===== config.mk =====
export PLATFORM = sky130hd
export DESIGN_NAME = base64_stream_encoder
export DESIGN_NICKNAME = d
export VERILOG_FILES = /design/src/design/b64e_pkg.sv /design/src/design/b64e_front.sv /design/src/design/b64e_fifo.sv /design/src/design/b64e_back.sv /design/src/design/base64_stream_encoder.sv
export VERILOG_INCLUDE_DIRS = /design/src /design/src/design
export SDC_FILE = /design/constraint.sdc
export NUM_CORES = 1
export LEC_CHECK = 0
export ABC_AREA = 1
export BUFFER_PORTS_ARGS = -buffer_cell sky130_fd_sc_hd__buf_2
export CORE_ASPECT_RATIO = 1.5
export CORE_MARGIN = 4
export CORE_UTILIZATION = 40
export CTS_CLUSTER_DIAMETER = 80
export DETAILED_ROUTE_END_ITERATION = 6
export PLACE_DENSITY_LB_ADDON = 0.25
export SYNTH_ARGS = -nofsm -noshare
export SYNTH_HDL_FRONTEND = slang
export SYNTH_SLANG_ARGS = --single-unit

===== constraint.sdc =====
create_clock -name i_clk -period 5.8 [get_ports i_clk]
set_clock_uncertainty 0.2 [all_clocks]
set_input_delay 0.58 -clock i_clk [delete_from_list [all_inputs] [get_ports i_clk]]
set_output_delay 0.58 -clock i_clk [all_outputs]
set_load 0.02 [all_outputs]

===== src/design/base64_stream_encoder_defines.svh =====
// assertion macros for the base64 stream encoder
`ifndef BASE64_STREAM_ENCODER_DEFINES_SVH
`define BASE64_STREAM_ENCODER_DEFINES_SVH

`ifndef SYNTHESIS

// antecedent and consequent in the same cycle
`define B64E_ASSERT_IMPLY(label, clk, rst_n, ante, cons) \
    label: assert property (@(posedge clk) disable iff (!(rst_n)) (ante) |-> (cons)) \
        else $error("assertion failed");

// consequent in the cycle after the antecedent
`define B64E_ASSERT_NEXT(label, clk, rst_n, ante, cons) \
    label: assert property (@(posedge clk) disable iff (!(rst_n)) (ante) |=> (cons)) \
        else $error("assertion failed");

`else

`define B64E_ASSERT_IMPLY(label, clk, rst_n, ante, cons)
`define B64E_ASSERT_NEXT(label, clk, rst_n, ante, cons)

`endif

`endif


===== src/design/b64e_pkg.sv =====
`default_nettype none

package b64e_pkg;

    // configuration register indexes
    typedef enum logic [1:0] {
        CFG_URL_ALPHABET = 2'd0,
        CFG_NO_PADDING   = 2'd1,
        CFG_LINE_LENGTH  = 2'd2
    } t_cfg_idx;

    localparam logic [7:0] LINE_LENGTH_RESET = 8'd72;
    localparam logic [8:0] LINE_POS_MAX      = 9'd511;

    localparam logic [7:0] CHAR_CR    = 8'h0D;
    localparam logic [7:0] CHAR_LF    = 8'h0A;
    localparam logic [7:0] CHAR_EQ    = 8'h3D;
    localparam logic [7:0] CHAR_PLUS  = 8'h2B;
    localparam logic [7:0] CHAR_SLASH = 8'h2F;
    localparam logic [7:0] CHAR_MINUS = 8'h2D;
    localparam logic [7:0] CHAR_UNDER = 8'h5F;
    localparam logic [7:0] CHAR_UPPER = 8'h41;
    localparam logic [7:0] CHAR_LOWER = 8'h61;
    localparam logic [7:0] CHAR_DIGIT = 8'h30;

    // what a queued group asks of the back end
    typedef enum logic [1:0] {
        KIND_FULL   = 2'd0,
        KIND_CLOSE1 = 2'd1,
        KIND_CLOSE2 = 2'd2
    } t_kind;

    typedef struct packed {
        t_kind      kind;
        logic [7:0] b0;
        logic [7:0] b1;
        logic [7:0] b2;
    } t_job;

    function automatic logic [7:0] f_symbol(input logic [5:0] idx, input logic url);
        logic [7:0] c;
        c = 8'h00;
        if (idx < 6'd26) begin
            c = CHAR_UPPER + {2'b00, idx};
        end else if (idx < 6'd52) begin
            c = CHAR_LOWER + {2'b00, idx} - 8'd26;
        end else if (idx < 6'd62) begin
            c = CHAR_DIGIT + {2'b00, idx} - 8'd52;
        end else if (idx == 6'd62) begin
            c = url ? CHAR_MINUS : CHAR_PLUS;
        end else begin
            c = url ? CHAR_UNDER : CHAR_SLASH;
        end
        return c;
    endfunction

endpackage

`default_nettype wire


===== src/design/b64e_front.sv =====
`default_nettype none

module b64e_front (
    input  wire logic           i_clk,
    input  wire logic           i_rst_n,
    input  wire logic           i_valid,
    input  wire logic           i_cmd,
    input  wire logic [7:0]     i_byte,
    output logic                o_ready,
    output logic                o_push,
    output b64e_pkg::t_job      o_job,
    input  wire logic           i_q_ready
);

    logic [7:0] r_held0, n_held0;
    logic [7:0] r_held1, n_held1;
    logic [1:0] r_gcnt,  n_gcnt;
    logic       w_accept;

    assign o_ready  = i_q_ready;
    assign w_accept = i_valid && i_q_ready;

    always_comb begin
        n_held0 = r_held0;
        n_held1 = r_held1;
        n_gcnt  = r_gcnt;
        o_push  = 1'b0;
        o_job   = '{kind: b64e_pkg::KIND_FULL, b0: r_held0, b1: r_held1, b2: i_byte};
        if (w_accept) begin
            if (!i_cmd) begin
                if (r_gcnt == 2'd2) begin
                    o_push = 1'b1;
                    n_gcnt = 2'd0;
                end else begin
                    if (r_gcnt[0]) begin
                        n_held1 = i_byte;
                    end else begin
                        n_held0 = i_byte;
                    end
                    n_gcnt = r_gcnt + 2'd1;
                end
            end else begin
                // close: missing bytes of the group count as zero
                o_job.b2 = 8'h00;
                if (r_gcnt == 2'd1) begin
                    o_push      = 1'b1;
                    o_job.kind  = b64e_pkg::KIND_CLOSE1;
                    o_job.b1    = 8'h00;
                end else if (r_gcnt == 2'd2) begin
                    o_push      = 1'b1;
                    o_job.kind  = b64e_pkg::KIND_CLOSE2;
                end
                n_gcnt = 2'd0;
            end
        end
    end

    always_ff @(posedge i_clk) begin
        if (!i_rst_n) begin
            r_gcnt  <= 2'd0;
            r_held0 <= 8'h00;
            r_held1 <= 8'h00;
        end else begin
            r_gcnt  <= n_gcnt;
            r_held0 <= n_held0;
            r_held1 <= n_held1;
        end
    end

endmodule

`default_nettype wire


===== src/design/b64e_fifo.sv =====
`default_nettype none

module b64e_fifo #(
    parameter int WIDTH = 26,
    parameter int DEPTH = 2
) (
    input  wire logic             i_clk,
    input  wire logic             i_rst_n,
    input  wire logic             i_push,
    input  wire logic [WIDTH-1:0] i_data,
    output logic                  o_ready,
    input  wire logic             i_pop,
    output logic                  o_valid,
    output logic [WIDTH-1:0]      o_data
);

    localparam int PW = (DEPTH > 1) ? $clog2(DEPTH) : 1;
    localparam int CW = $clog2(DEPTH + 1);

    logic [WIDTH-1:0] r_mem [DEPTH];
    logic [PW-1:0]    r_wr, n_wr;
    logic [PW-1:0]    r_rd, n_rd;
    logic [CW-1:0]    r_cnt, n_cnt;
    logic             w_push;
    logic             w_pop;

    assign o_ready = (r_cnt != CW'(DEPTH));
    assign o_valid = (r_cnt != '0);
    assign o_data  = r_mem[r_rd];
    assign w_push  = i_push && o_ready;
    assign w_pop   = i_pop && o_valid;

    always_comb begin
        n_wr  = r_wr;
        n_rd  = r_rd;
        n_cnt = r_cnt;
        if (w_push) begin
            n_wr = (r_wr == PW'(DEPTH - 1)) ? '0 : r_wr + PW'(1);
        end
        if (w_pop) begin
            n_rd = (r_rd == PW'(DEPTH - 1)) ? '0 : r_rd + PW'(1);
        end
        if (w_push && !w_pop) begin
            n_cnt = r_cnt + CW'(1);
        end else if (w_pop && !w_push) begin
            n_cnt = r_cnt - CW'(1);
        end
    end

    always_ff @(posedge i_clk) begin
        if (!i_rst_n) begin
            r_wr  <= '0;
            r_rd  <= '0;
            r_cnt <= '0;
        end else begin
            r_wr  <= n_wr;
            r_rd  <= n_rd;
            r_cnt <= n_cnt;
        end
        if (w_push) begin
            r_mem[r_wr] <= i_data;
        end
    end

endmodule

`default_nettype wire


===== src/design/b64e_back.sv =====
`default_nettype none

module b64e_back (
    input  wire logic           i_clk,
    input  wire logic           i_rst_n,
    input  wire logic           i_url,
    input  wire logic           i_no_pad,
    input  wire logic [7:0]     i_line_len,
    input  wire logic           i_q_valid,
    input  wire b64e_pkg::t_job i_job,
    output logic                o_pop,
    output logic                o_valid,
    output logic [7:0]          o_char,
    output logic                o_last,
    input  wire logic           i_ready
);

    b64e_pkg::t_job r_job;
    logic           r_busy, n_busy;
    logic [2:0]     r_idx, n_idx;
    logic [2:0]     r_last_idx, n_last_idx;
    logic [8:0]     r_line_pos, n_line_pos;
    logic           r_out_valid, n_out_valid;
    logic [7:0]     r_out_char;
    logic           r_out_last;

    logic           w_out_free;
    logic           w_emit;
    logic           w_emit_last;
    logic           w_load;
    logic [9:0]     w_pos_sum;
    logic [8:0]     w_pos_sat;
    logic           w_wrap;
    logic [5:0]     w_sext;
    logic [2:0]     w_nsym;
    logic [7:0]     w_char;

    assign w_out_free  = !r_out_valid || i_ready;
    assign w_emit      = r_busy && w_out_free;
    assign w_emit_last = w_emit && (r_idx == r_last_idx);
    assign w_load      = i_q_valid && (!r_busy || w_emit_last);
    assign o_pop       = w_load;

    // line position advances by four per full group, saturating
    assign w_pos_sum = {1'b0, r_line_pos} + 10'd4;
    assign w_pos_sat = w_pos_sum[9] ? b64e_pkg::LINE_POS_MAX : w_pos_sum[8:0];
    assign w_wrap    = (i_line_len != 8'd0) && (w_pos_sat >= {1'b0, i_line_len});

    always_comb begin
        case (r_idx[1:0])
            2'd0:    w_sext = r_job.b0[7:2];
            2'd1:    w_sext = {r_job.b0[1:0], r_job.b1[7:4]};
            2'd2:    w_sext = {r_job.b1[3:0], r_job.b2[7:6]};
            default: w_sext = r_job.b2[5:0];
        endcase
        case (r_job.kind)
            b64e_pkg::KIND_CLOSE1: w_nsym = 3'd2;
            b64e_pkg::KIND_CLOSE2: w_nsym = 3'd3;
            default:               w_nsym = 3'd4;
        endcase
        if (r_idx == 3'd4) begin
            w_char = b64e_pkg::CHAR_CR;
        end else if (r_idx == 3'd5) begin
            w_char = b64e_pkg::CHAR_LF;
        end else if (r_idx < w_nsym) begin
            w_char = b64e_pkg::f_symbol(w_sext, i_url);
        end else begin
            w_char = b64e_pkg::CHAR_EQ;
        end
    end

    always_comb begin
        n_busy      = r_busy;
        n_idx       = r_idx;
        n_last_idx  = r_last_idx;
        n_line_pos  = r_line_pos;
        n_out_valid = r_out_valid;
        if (i_ready) begin
            n_out_valid = 1'b0;
        end
        if (w_emit) begin
            n_out_valid = 1'b1;
            n_idx       = r_idx + 3'd1;
            if (w_emit_last) begin
                n_busy = 1'b0;
            end
        end
        if (w_load) begin
            n_busy = 1'b1;
            n_idx  = 3'd0;
            case (i_job.kind)
                b64e_pkg::KIND_FULL: begin
                    n_last_idx = w_wrap ? 3'd5 : 3'd3;
                    n_line_pos = w_wrap ? 9'd0 : w_pos_sat;
                end
                b64e_pkg::KIND_CLOSE1: n_last_idx = i_no_pad ? 3'd1 : 3'd3;
                b64e_pkg::KIND_CLOSE2: n_last_idx = i_no_pad ? 3'd2 : 3'd3;
                default:               n_last_idx = 3'd3;
            endcase
        end
    end

    always_ff @(posedge i_clk) begin
        if (!i_rst_n) begin
            r_busy      <= 1'b0;
            r_idx       <= 3'd0;
            r_last_idx  <= 3'd0;
            r_line_pos  <= 9'd0;
            r_out_valid <= 1'b0;
        end else begin
            r_busy      <= n_busy;
            r_idx       <= n_idx;
            r_last_idx  <= n_last_idx;
            r_line_pos  <= n_line_pos;
            r_out_valid <= n_out_valid;
        end
        if (w_load) begin
            r_job <= i_job;
        end
        if (w_emit) begin
            r_out_char <= w_char;
            r_out_last <= (r_idx == r_last_idx);
        end
    end

    assign o_valid = r_out_valid;
    assign o_char  = r_out_char;
    assign o_last  = r_out_last;

endmodule

`default_nettype wire


===== src/design/base64_stream_encoder.sv =====
// base64 stream encoder with optional line wrapping
//
// input stream: one word per byte; tuser = 0 carries a data byte in tdata,
// tuser = 1 is a close that flushes a partial group (tdata ignored)
// output stream: one ascii character per word; tlast marks the final
// character caused by one input word
// every third byte gives four characters, plus cr lf when the line count
// reaches line_length; a close after one or two bytes gives two or three
// characters plus '=' padding unless no_padding is set
// throughput: one character per cycle while the receiver is ready, set by the
// single output register of the emitter; bytes enter at one per cycle while
// the group queue has room
// config: index 0 url_alphabet, 1 no_padding, 2 line_length (0 = no wrap);
// written by the user only while the block is idle, a rule the block leaves unchecked; always ready
// reset: synchronous active low, empties the queue and clears held bytes and
// the line count; line_length returns to 72
// a stalled receiver holds the output word, then the emitter, then the
// queue fills and s_axis_tready drops
`default_nettype none

`include "base64_stream_encoder_defines.svh"

module base64_stream_encoder #(
    parameter int QUEUE_DEPTH = 2
) (
    input  wire logic       i_clk,
    input  wire logic       i_rst_n,
    // input stream
    input  wire logic       i_s_axis_tvalid,
    output logic            o_s_axis_tready,
    input  wire logic [7:0] i_s_axis_tdata,   // [7:0] data_byte
    input  wire logic       i_s_axis_tuser,   // [0] cmd: 0 data, 1 close
    // output stream
    output logic            o_m_axis_tvalid,
    input  wire logic       i_m_axis_tready,
    output logic [7:0]      o_m_axis_tdata,   // [7:0] out_char
    output logic            o_m_axis_tlast,
    // configuration writes
    input  wire logic       i_cfg_valid,
    output logic            o_cfg_ready,
    input  wire logic [1:0] i_cfg_index,
    input  wire logic [7:0] i_cfg_data
);

    // configuration registers
    logic       r_url;
    logic       r_no_pad;
    logic [7:0] r_line_len;

    b64e_pkg::t_job w_push_job;
    b64e_pkg::t_job w_q_job;
    logic           w_push;
    logic           w_pop;
    logic           w_q_ready;
    logic           w_q_valid;

    assign o_cfg_ready = 1'b1;

    always_ff @(posedge i_clk) begin
        if (!i_rst_n) begin
            r_url      <= 1'b0;
            r_no_pad   <= 1'b0;
            r_line_len <= b64e_pkg::LINE_LENGTH_RESET;
        end else if (i_cfg_valid) begin
            case (i_cfg_index)
                b64e_pkg::CFG_URL_ALPHABET: r_url      <= i_cfg_data[0];
                b64e_pkg::CFG_NO_PADDING:   r_no_pad   <= i_cfg_data[0];
                b64e_pkg::CFG_LINE_LENGTH:  r_line_len <= i_cfg_data;
                default:                    ;
            endcase
        end
    end

    // front: gathers bytes into groups, queues full groups and flushes
    b64e_front u_front (
        .i_clk     (i_clk),
        .i_rst_n   (i_rst_n),
        .i_valid   (i_s_axis_tvalid),
        .i_cmd     (i_s_axis_tuser),
        .i_byte    (i_s_axis_tdata),
        .o_ready   (o_s_axis_tready),
        .o_push    (w_push),
        .o_job     (w_push_job),
        .i_q_ready (w_q_ready)
    );

    // short group queue between front and emitter
    b64e_fifo #(
        .WIDTH ($bits(b64e_pkg::t_job)),
        .DEPTH (QUEUE_DEPTH)
    ) u_fifo (
        .i_clk   (i_clk),
        .i_rst_n (i_rst_n),
        .i_push  (w_push),
        .i_data  (w_push_job),
        .o_ready (w_q_ready),
        .i_pop   (w_pop),
        .o_valid (w_q_valid),
        .o_data  (w_q_job)
    );

    // back: emits characters, tracks the line, inserts cr lf and padding
    b64e_back u_back (
        .i_clk      (i_clk),
        .i_rst_n    (i_rst_n),
        .i_url      (r_url),
        .i_no_pad   (r_no_pad),
        .i_line_len (r_line_len),
        .i_q_valid  (w_q_valid),
        .i_job      (w_q_job),
        .o_pop      (w_pop),
        .o_valid    (o_m_axis_tvalid),
        .o_char     (o_m_axis_tdata),
        .o_last     (o_m_axis_tlast),
        .i_ready    (i_m_axis_tready)
    );

    // a group is only queued when the queue has room
    `B64E_ASSERT_IMPLY(a_push_room, i_clk, i_rst_n, w_push, w_q_ready)
    // the emitter only takes a group that is there
    `B64E_ASSERT_IMPLY(a_pop_valid, i_clk, i_rst_n, w_pop, w_q_valid)
    // a queued group is visible to the emitter on the next cycle
    `B64E_ASSERT_NEXT(a_push_seen, i_clk, i_rst_n, w_push, w_q_valid)

endmodule

`default_nettype wire


==> results_dict.tcl <==
set metrics [dict create \
    netlist.area_leader.share_pct 40.75 \
    synth-main-ff-cell "edfxtp_1" \
    worst_slew_pin_slew_ns 1.090 \
    vias_per_cell 4.794 \
    place_congestion 0.9147 \
    irDropWorstVdd_mv 0.2249 \
    period_needed_ns 2.976 \
    synth_most_common_cell "nand2_1" \
    p_sw_share_pct 36.89 \
    whs_path_depth 3 \
    max_cap_violations 0 \
    grt.busiest_layer "met2" \
    synth.avg_cell_area_sq_um 10.10 \
    crit_type "reg2reg" \
    globalRouteMet2Util_pct 26.14 \
    antenna_found_initial 0 \
    fin_nets 734 \
    fin_cells 895 \
    cts-root-buf "clkbuf_16" \
    setup.worst_path.end_class "flop" \
    grt_start_max_net_pins 34 \
    seq_power_share_pct 38.3 \
    status "complete, no violations" \
    die_h_microns 163.1 \
    initial_core_util_pct 40.85 \
    port_buffers 34 \
    clk_pin_slew_ns 0.06 \
    fin_util_pct 46.65 \
    fillCellCount 1484 \
    total_switching_power_w 0.001394 \
    drv_slew 0 \
    antennaDiodeCount 0 \
    rows 56 \
    setup_viol 0 \
    ys_ff_latch 137 \
    rsz0062_at_grt "false" \
    synthToLayoutAreaGrowth_pct 14.21 \
    yosys.area.top_type "edfxtp_1" \
    crit_top_cell "nand2_1" \
    globalRouteMet3Util_pct 3.595 \
    clock_path_buffers 2 \
    grt_first_pass_wirelength_mm 20.72 \
    dp_cells 863 \
    grt_overflow_total 0 \
    hold_violations 0 \
    synth_seq_area_share_pct 56.36 \
    crit_chain "inv_1 > ha_1 > nand2_1 > nand2_1 > o21ai_4 > inv_1 > ha_1 > nand2_1 > inv_1 > o211ai_1 > nand3_1 > nand2_1 > nand2_1" \
    synth_area_leaders "edfxtp_1, dfxtp_1, nand2_1" \
    grt_pass1_vias 4393 \
    layout-drive-gt1-share_pct 18.06 \
    cp.required_ns 5.76 \
    synthTopCellsByCount "nand2_1, edfxtp_1, inv_1" \
    cp_max_fo 10 \
    die_x_microns 111.4 \
    io_pins 36 \
    p_per_area_nw_per_um2 516.0 \
    hpwl_mm 9.242 \
    syn-instance-count 635 \
    max_stage_delay_ns 0.43 \
    cts_tree "yes" \
    yosysUniqueCellTypes 41 \
    vias 4291 \
    ff_latch_area_sq_um 3613 \
    clock_sink_count 137 \
    rrSetupSlack_ns 2.82 \
    reg2reg_depth 13 \
    cts-resized-gates 0 \
    async_flop_share_pct 0 \
    multi_input_area_sq_um 2399 \
    postCtsSetupBuffers 0 \
    ys_warn_count 0 \
    syn_nets 690 \
    crit_path_start_kind "flop" \
    cts_inserted_buffers 17 \
    critPathSlowestCell "dfxtp_1" \
    dieArea_sq_um 18160 \
    slew_headroom_pct 27.28 \
    internal_power_w 0.002385 \
    wl_per_cell_microns 13.85 \
    cts_hold_buf 0 \
    netlist_area_sq_um 6411 \
    synth_edf_count 87 \
    drc 0 \
    grt_usage_pct 14.30 \
    h-tree-depth 4 \
    insertion_delay_ns 0.41 \
    first_iter_violations 147 \
    clock_power_share_pct 25.8 \
    wl_mm 12.39 \
    cp.arrival_ns 2.94 \
    fin_tns_setup_ns 0 \
    fmax_mhz 336.0 \
    hold_path.class "in2reg" \
    ant_nets 0 \
    leakage_nw 3.028 \
    core_area_sq_um 15700 \
    use_met1_pct 15.25 \
    pwr-share-comb_pct 35.8 \
    min_period_over_period_pct 51.32 \
    detail_route.first_pass.iterations 5 \
]
==> power groups by stage <==
stage | combinational [W] | clock [W] | sequential (W)
after floorplan | 0.00101 | 0 | 0.00147
after global placement | 0.00135 | 0 | 0.00147
after detailed placement | 0.00136 | 0 | 0.00147
after CTS | 0.00137 | 0.00100 | 0.00145
after global routing | 0.00154 | 0.00105 | 0.00147
final | 0.00135 | 0.000977 | 0.00145
==> final cells by class <==
type	count	area share (%)
Sequential cell	137	49.35
Clock inverter	13	1.470
Inverter	86	4.409
Timing Repair Buffer	37	2.632
Clock buffer	19	5.913
Multi-Input combinational cell	400	32.76
Tap cell	203	3.469
==> stage by stage <==
| stage | total power [W] | hold slack (ns) | setup slack [ns] | cell area, sq um |
|---|---|---|---|---|
| 6_report | 0.003778 | 0.1851 | 2.824 | 7322 |
| 5_1_grt | 0.004055 | 0.1910 | 2.561 | 7322 |
| 4_1_cts | 0.003825 | 0.1730 | 2.824 | 7322 |
| 3_5_place_dp | 0.002833 | 0.2363 | 2.822 | 6782 |
| 3_3_place_gp | 0.002818 | 0.2285 | 2.924 | 6782 |
| 2_1_floorplan | 0.002480 | 0.2203 | 2.904 | 6411 |
==> final timing paths <==
kind                 startpoint             endpoint
max reg2reg     u_back.r_idx[0]     u_back.o_char[0]
max             u_back.r_idx[0]     u_back.o_char[0]
min               i_cfg_data[3]        r_line_len[3]
min reg2reg  u_front.r_held0[2]  u_fifo.r_mem[1][18]
==> metal layers <==
metal  part of all wire, %  vias up
met3                   2.6       17
met2                    53       63
met4                   2.6        0
li1                      -     2221
met1                    42     1990
met5                     0        -
==> sequential cells by signal (all words and copies together) (netlist names), named ones only <==
name	cells
u_back.r_last_idx	3
u_fifo.r_mem	52
u_fifo.r_cnt	2
u_back.o_char	8
r_no_pad	1
u_front.r_held1	8
u_back.r_line_pos	9
r_url	1
u_front.r_gcnt	2
u_back.o_last	1
u_back.r_busy	1
u_back.o_valid	1
r_line_len	8
u_back.r_job	26
u_fifo.r_rd	1
u_fifo.r_wr	1
u_back.r_idx	3
u_front.r_held0	8
==> placed cells by master, fill, tap and decap left out, types with 3 or more instances in the layout <==
| cell | instances |
|---|---|
| a21oi_1 | 39 |
| a21oi_2 | 3 |
| a31oi_1 | 5 |
| buf_2 | 34 |
| buf_4 | 3 |
| clkbuf_16 | 17 |
| dfxtp_1 | 50 |
| edfxtp_1 | 87 |
| ha_1 | 31 |
| inv_1 | 82 |
| inv_2 | 4 |
| inv_6 | 4 |
| mux2_2 | 24 |
| nand2_1 | 106 |
| nand2_2 | 4 |
| nand3_1 | 24 |
| nor2_1 | 61 |
| nor2_2 | 4 |
| nor3_1 | 6 |
| nor4_1 | 4 |
| o211ai_1 | 4 |
| o21ai_0 | 38 |
| o21ai_1 | 5 |
| o21ai_2 | 8 |
| o21ai_4 | 5 |
| or2_1 | 3 |
| xnor2_1 | 4 |
| xor2_1 | 6 |
==> worst max-delay path: cells and delay by family, from the launching register on <==
kind,cells,cell delay [ns]
buffers and inverters,3,0.44
and+or+nand+nor,6,0.65
DFF,1,0.43
adders and majority gates,2,0.57
AOI/OAI and AO/OA,2,0.44
==> cell families after synthesis <==
| logic type | Yosys count | synth area share (%) |
|---|---|---|
| simple gates | 221 | 14.81 |
| flops | 137 | 56.36 |
| buf+inv | 98 | 6.304 |
| compound gates | 113 | 10.83 |
| other cells | 1 | 0.05849 |
| mux | 24 | 4.215 |
| fa+ha+maj | 31 | 6.050 |
| xor+xnor | 10 | 1.366 |
No activity file was read; power rests on OpenSTA's default activity.
